[src/rtl/gcsq_ram.sv]
// Generic simple dual-port RAM: one write port, one read port, registered read.
// No dependencies.

module gcsq_ram #(
    parameter int unsigned WIDTH = 8,
    parameter int unsigned DEPTH = 16,
    localparam int unsigned AW = (DEPTH > 1) ? $clog2(DEPTH) : 1
) (
    input  logic             i_clk,
    input  logic             i_we,
    input  logic [AW-1:0]    i_waddr,
    input  logic [WIDTH-1:0] i_wdata,
    input  logic             i_re,
    input  logic [AW-1:0]    i_raddr,
    output logic [WIDTH-1:0] o_rdata
);

    logic [WIDTH-1:0] r_mem [DEPTH];
    logic [WIDTH-1:0] r_rdata;

    // Write and registered read
    always_ff @(posedge i_clk) begin
        if (i_we) begin
            r_mem[i_waddr] <= i_wdata;
        end
        if (i_re) begin
            r_rdata <= r_mem[i_raddr];
        end
    end

    assign o_rdata = r_rdata;

endmodule

[config.mk]
export PLATFORM = sky130hd
export DESIGN_NAME = gcsq_ram
export DESIGN_NICKNAME = d
export VERILOG_FILES = /design/src/rtl/gcsq_ram.sv
export SDC_FILE = /design/constraint.sdc
export NUM_CORES = 1
export LEC_CHECK = 0
export ABC_AREA = 1
export BUFFER_PORTS_ARGS = -buffer_cell sky130_fd_sc_hd__buf_2
export CAP_MARGIN = 15
export CORE_UTILIZATION = 50
export DETAILED_ROUTE_END_ITERATION = 10
export PLACE_DENSITY = 0.64
export SYNTH_ARGS = -nofsm -noshare
export SYNTH_HDL_FRONTEND = slang
export SYNTH_SLANG_ARGS = --single-unit
[constraint.sdc]
create_clock -name i_clk -period 1.5 [get_ports i_clk]
set_clock_uncertainty 0.1 [all_clocks]
set_input_delay 0.225 -clock i_clk [delete_from_list [all_inputs] [get_ports i_clk]]
set_output_delay 0.225 -clock i_clk [all_outputs]
set_load 0.1 [all_outputs]
==> impl_results.md <==
* Status: completed
* # port buffers at 26
* CTS root buffer: clkbuf_16
* Clock Power Share at 40.5%
* Synthesized flop and latch total at 136
* Worst Reg2Reg Path Length in Cells at 6
* Seq pwr share at 51.5%
* Skew-Pair Late Insertion Delay at 0.40 ns
* Crit path max fanout at 1
* Fillers at 958
* Fin. max-slew vios at 0
* Critical Path Slowest Stage Cell: buf_2
* Global-route wire length before repair at 19950 µm
* Hold EP: o_rdata[2]$_DFFE_PP_
* Vias in the first global route at 3698
* CP startpoint kind: register
* Area of the multi-input gates at 1214 µm²
* H-Tree Depth at 4
* R2r startpoint: r_mem[7][1]$_DFFE_PP_
* Via density at 5.024
* Initial antenna violation count at 0
* Nets at 619
* F_max at 682.1 MHz
* Hold_buf cts at 0
* Die X at 110.1 µm
* Fin area at 6725 µm²
* Iter 0 DRT Violations at 305
* Drc violations at 0
* Drt total wl at 12870 µm
* Cell Area, Synth at 5847 µm²
* Setup bufs post-CTS at 0
* Share of the synthesized area in the top cell type at 69.85%
* Top Ports at 27
* Sequential-to-total area share from yosys stat at 69.85%
* Hold path depth at 1
* Post-detail-place hpwl at 7961 µm
* PD cells at 1245 nW/µm²
* Leading register cell type out of synthesis: edfxtp_1
* Synth-to-Final Area Change at 15.02%
* Net switching power at 1.892 mW
* Die ar. at 12130 µm²
* Critical Path, Cell by Cell: buf_2
* Critical Path Max Stage Delay at 0.42 ns
* Register area at 4084 µm²
* TritonRoute pass-1 iters at 4
* Asr flop ratio synth at 0%
* Min Tclk post-route at 1.466 ns
* Hold Path Origin: i_re
* Die Ht at 110.1 µm
* GRT Overall Usage at 23.55%
* Pin count of the biggest net entering global routing at 53
* Final global-route overflow total at 0
* Row count at 39
* Setup slack, reg-to-reg at 0.20 ns
* Placed inst area at 6237 µm²
* Drt wl/cell at 17.13 µm
* Final hold slack at 0.08838 ns
* Required time worst endpoint at 1.17 ns
* Routed Antenna Nets at 0
* Syn. warnings at 0
* Core box area at 11420 µm²
* Synth Area per Inst at 10.61 µm²
* Slew @ Worst Pin at 0.6010 ns
* Arr. time, crit path at 1.14 ns
* Slew HR at 59.87%
* Worst-path clk slew at 0.06 ns
* Peak VDD IR at 0.0006984 V
* CTS Buffer Depth at 2
* Top-count cell post-synth: nand2_1
* Post-CTS Resized at 4
* Worst Path Buf+Inv at 1
* RSZ-0062 raised after global routing: no
* Area contributors post-synth: edfxtp_1 70%, nand2_1 11%, nand3_1 8.3%, inv_1 6.4%, buf_6 1.2%
* Mapped Cells at 551
* CTS sink count at 136
* Hold Path Class: input port to register
* CTS tree: yes
* Commonest cells post-synth: 173 x nand2_1, 136 x edfxtp_1, 100 x inv_1, 97 x nand3_1, 17 x nor2_1
* Layout cells sized above 1 at 12.66%
* Final core utilization at 58.90%
* RD Place Congestion at 0.8256
* Post-Syn Nets at 570
* Yosys cell types at 11
* Antenna Cells at 0
* Critical path's top delay family: buffers and inverters
* Sw Share at 22.60%
* Capturing element type of the critical path: output port
* R2R Path End: o_rdata[1]$_DFFE_PP_
* # Max-Cap Violations at 0
* Via Count at 3773
* Comb pwr share at 8.0%
* Crit share post-route at 97.74%
* Setup CP Type: register to output port
* Final setup vio count at 0
* Post-synth EDFFs at 136
* Final hold viol count at 0
* P_int at 6.481 mW
* Area leader, netlist: edfxtp_1
* Leakage at 2.924 nW
* Initial Util at 51.21%
* Total CTS buffers at 17
## cell type report
type / count / area share, %
Multi-Input combinational cell: 289 / 18.05
Clock buffer: 19 / 6.437
Clock inverter: 8 / 0.5581
Inverter: 102 / 5.693
Timing Repair Buffer: 54 / 5.879
Sequential cell: 136 / 60.73
Tap cell: 143 / 2.660
## flip-flops by register name, summed over array words and instances, names as in the netlist
| name | flops |
|---|---|
| o_rdata | 8 |
| r_mem | 128 |
## layer usage
metal	track usage, %	part of all wire (%)	up-vias	routed length, µm
li1	-	-	1870	-
met1	31.75	46	1797	5879
met2	36.79	49	92	6286
met3	5.056	3.7	14	473
met4	10.71	1.8	0	227
met5	0	0	-	0
## worst reg2reg max path: cells and delay by family, from the launching register on
kind                   cells  cell delay [ns]
and+or+nand+nor            5             0.54
DFF                        1             0.35
buffers and inverters      1             0.06
## power by group through the flow
stage	Clock, mW	Sequential [mW]	Combinational (mW)
2_1_floorplan	0	4.51	0.300
6_report	3.39	4.31	0.670
3_5_place_dp	0	4.39	0.660
4_1_cts	3.45	4.31	0.670
5_1_grt	3.62	4.31	0.728
3_3_place_gp	0	4.38	0.653
## layout by cell type, fill, tap and decap left out, drive strengths merged
cell type	synthesis	routed
nand3b	2	2
nand2	173	173
edfxtp	136	136
nand3	97	97
buf	24	51
clkbuf	0	22
inv	102	102
clkinvlp	0	1
nor2	17	17
clkinv	0	7
## worst max-delay path by stage
stage / from / end / slack [ns] / cells past startpoint
floorplan: i_waddr[2] / r_mem[10][0]$_DFFE_PP_ / 0.22 / 2
global placement: i_raddr[1] / o_rdata[1]$_DFFE_PP_ / -0.07 / 6
detailed placement: i_raddr[1] / o_rdata[1]$_DFFE_PP_ / -0.07 / 6
CTS: o_rdata[4]$_DFFE_PP_ / o_rdata[4] / 0.01 / 1
global route: o_rdata[2]$_DFFE_PP_ / o_rdata[2] / 0.001 / 1
finish: o_rdata[2]$_DFFE_PP_ / o_rdata[2] / 0.03 / 1
## cells by family (layout without fill, tap and decap cells)
logic type             Yosys count  count (layout)  synth area share, %
buffers and inverters          126             183                9.394
flip-flops                     136             136                69.85
AND/OR/NAND/NOR                289             289                20.76
## stage by stage
stage	total power [mW]	setup TNS, ns	setup WS [ns]	cells
after floorplan	4.813	0	0.2242	551
after global placement	5.037	-0.3262	-0.06608	724
after detailed placement	5.045	-0.3431	-0.07049	724
after CTS	8.425	0	0.01006	751
after global routing	8.666	0	0.001353	751
final	8.373	0	0.03388	751
No activity file was read; power rests on OpenSTA's default activity.
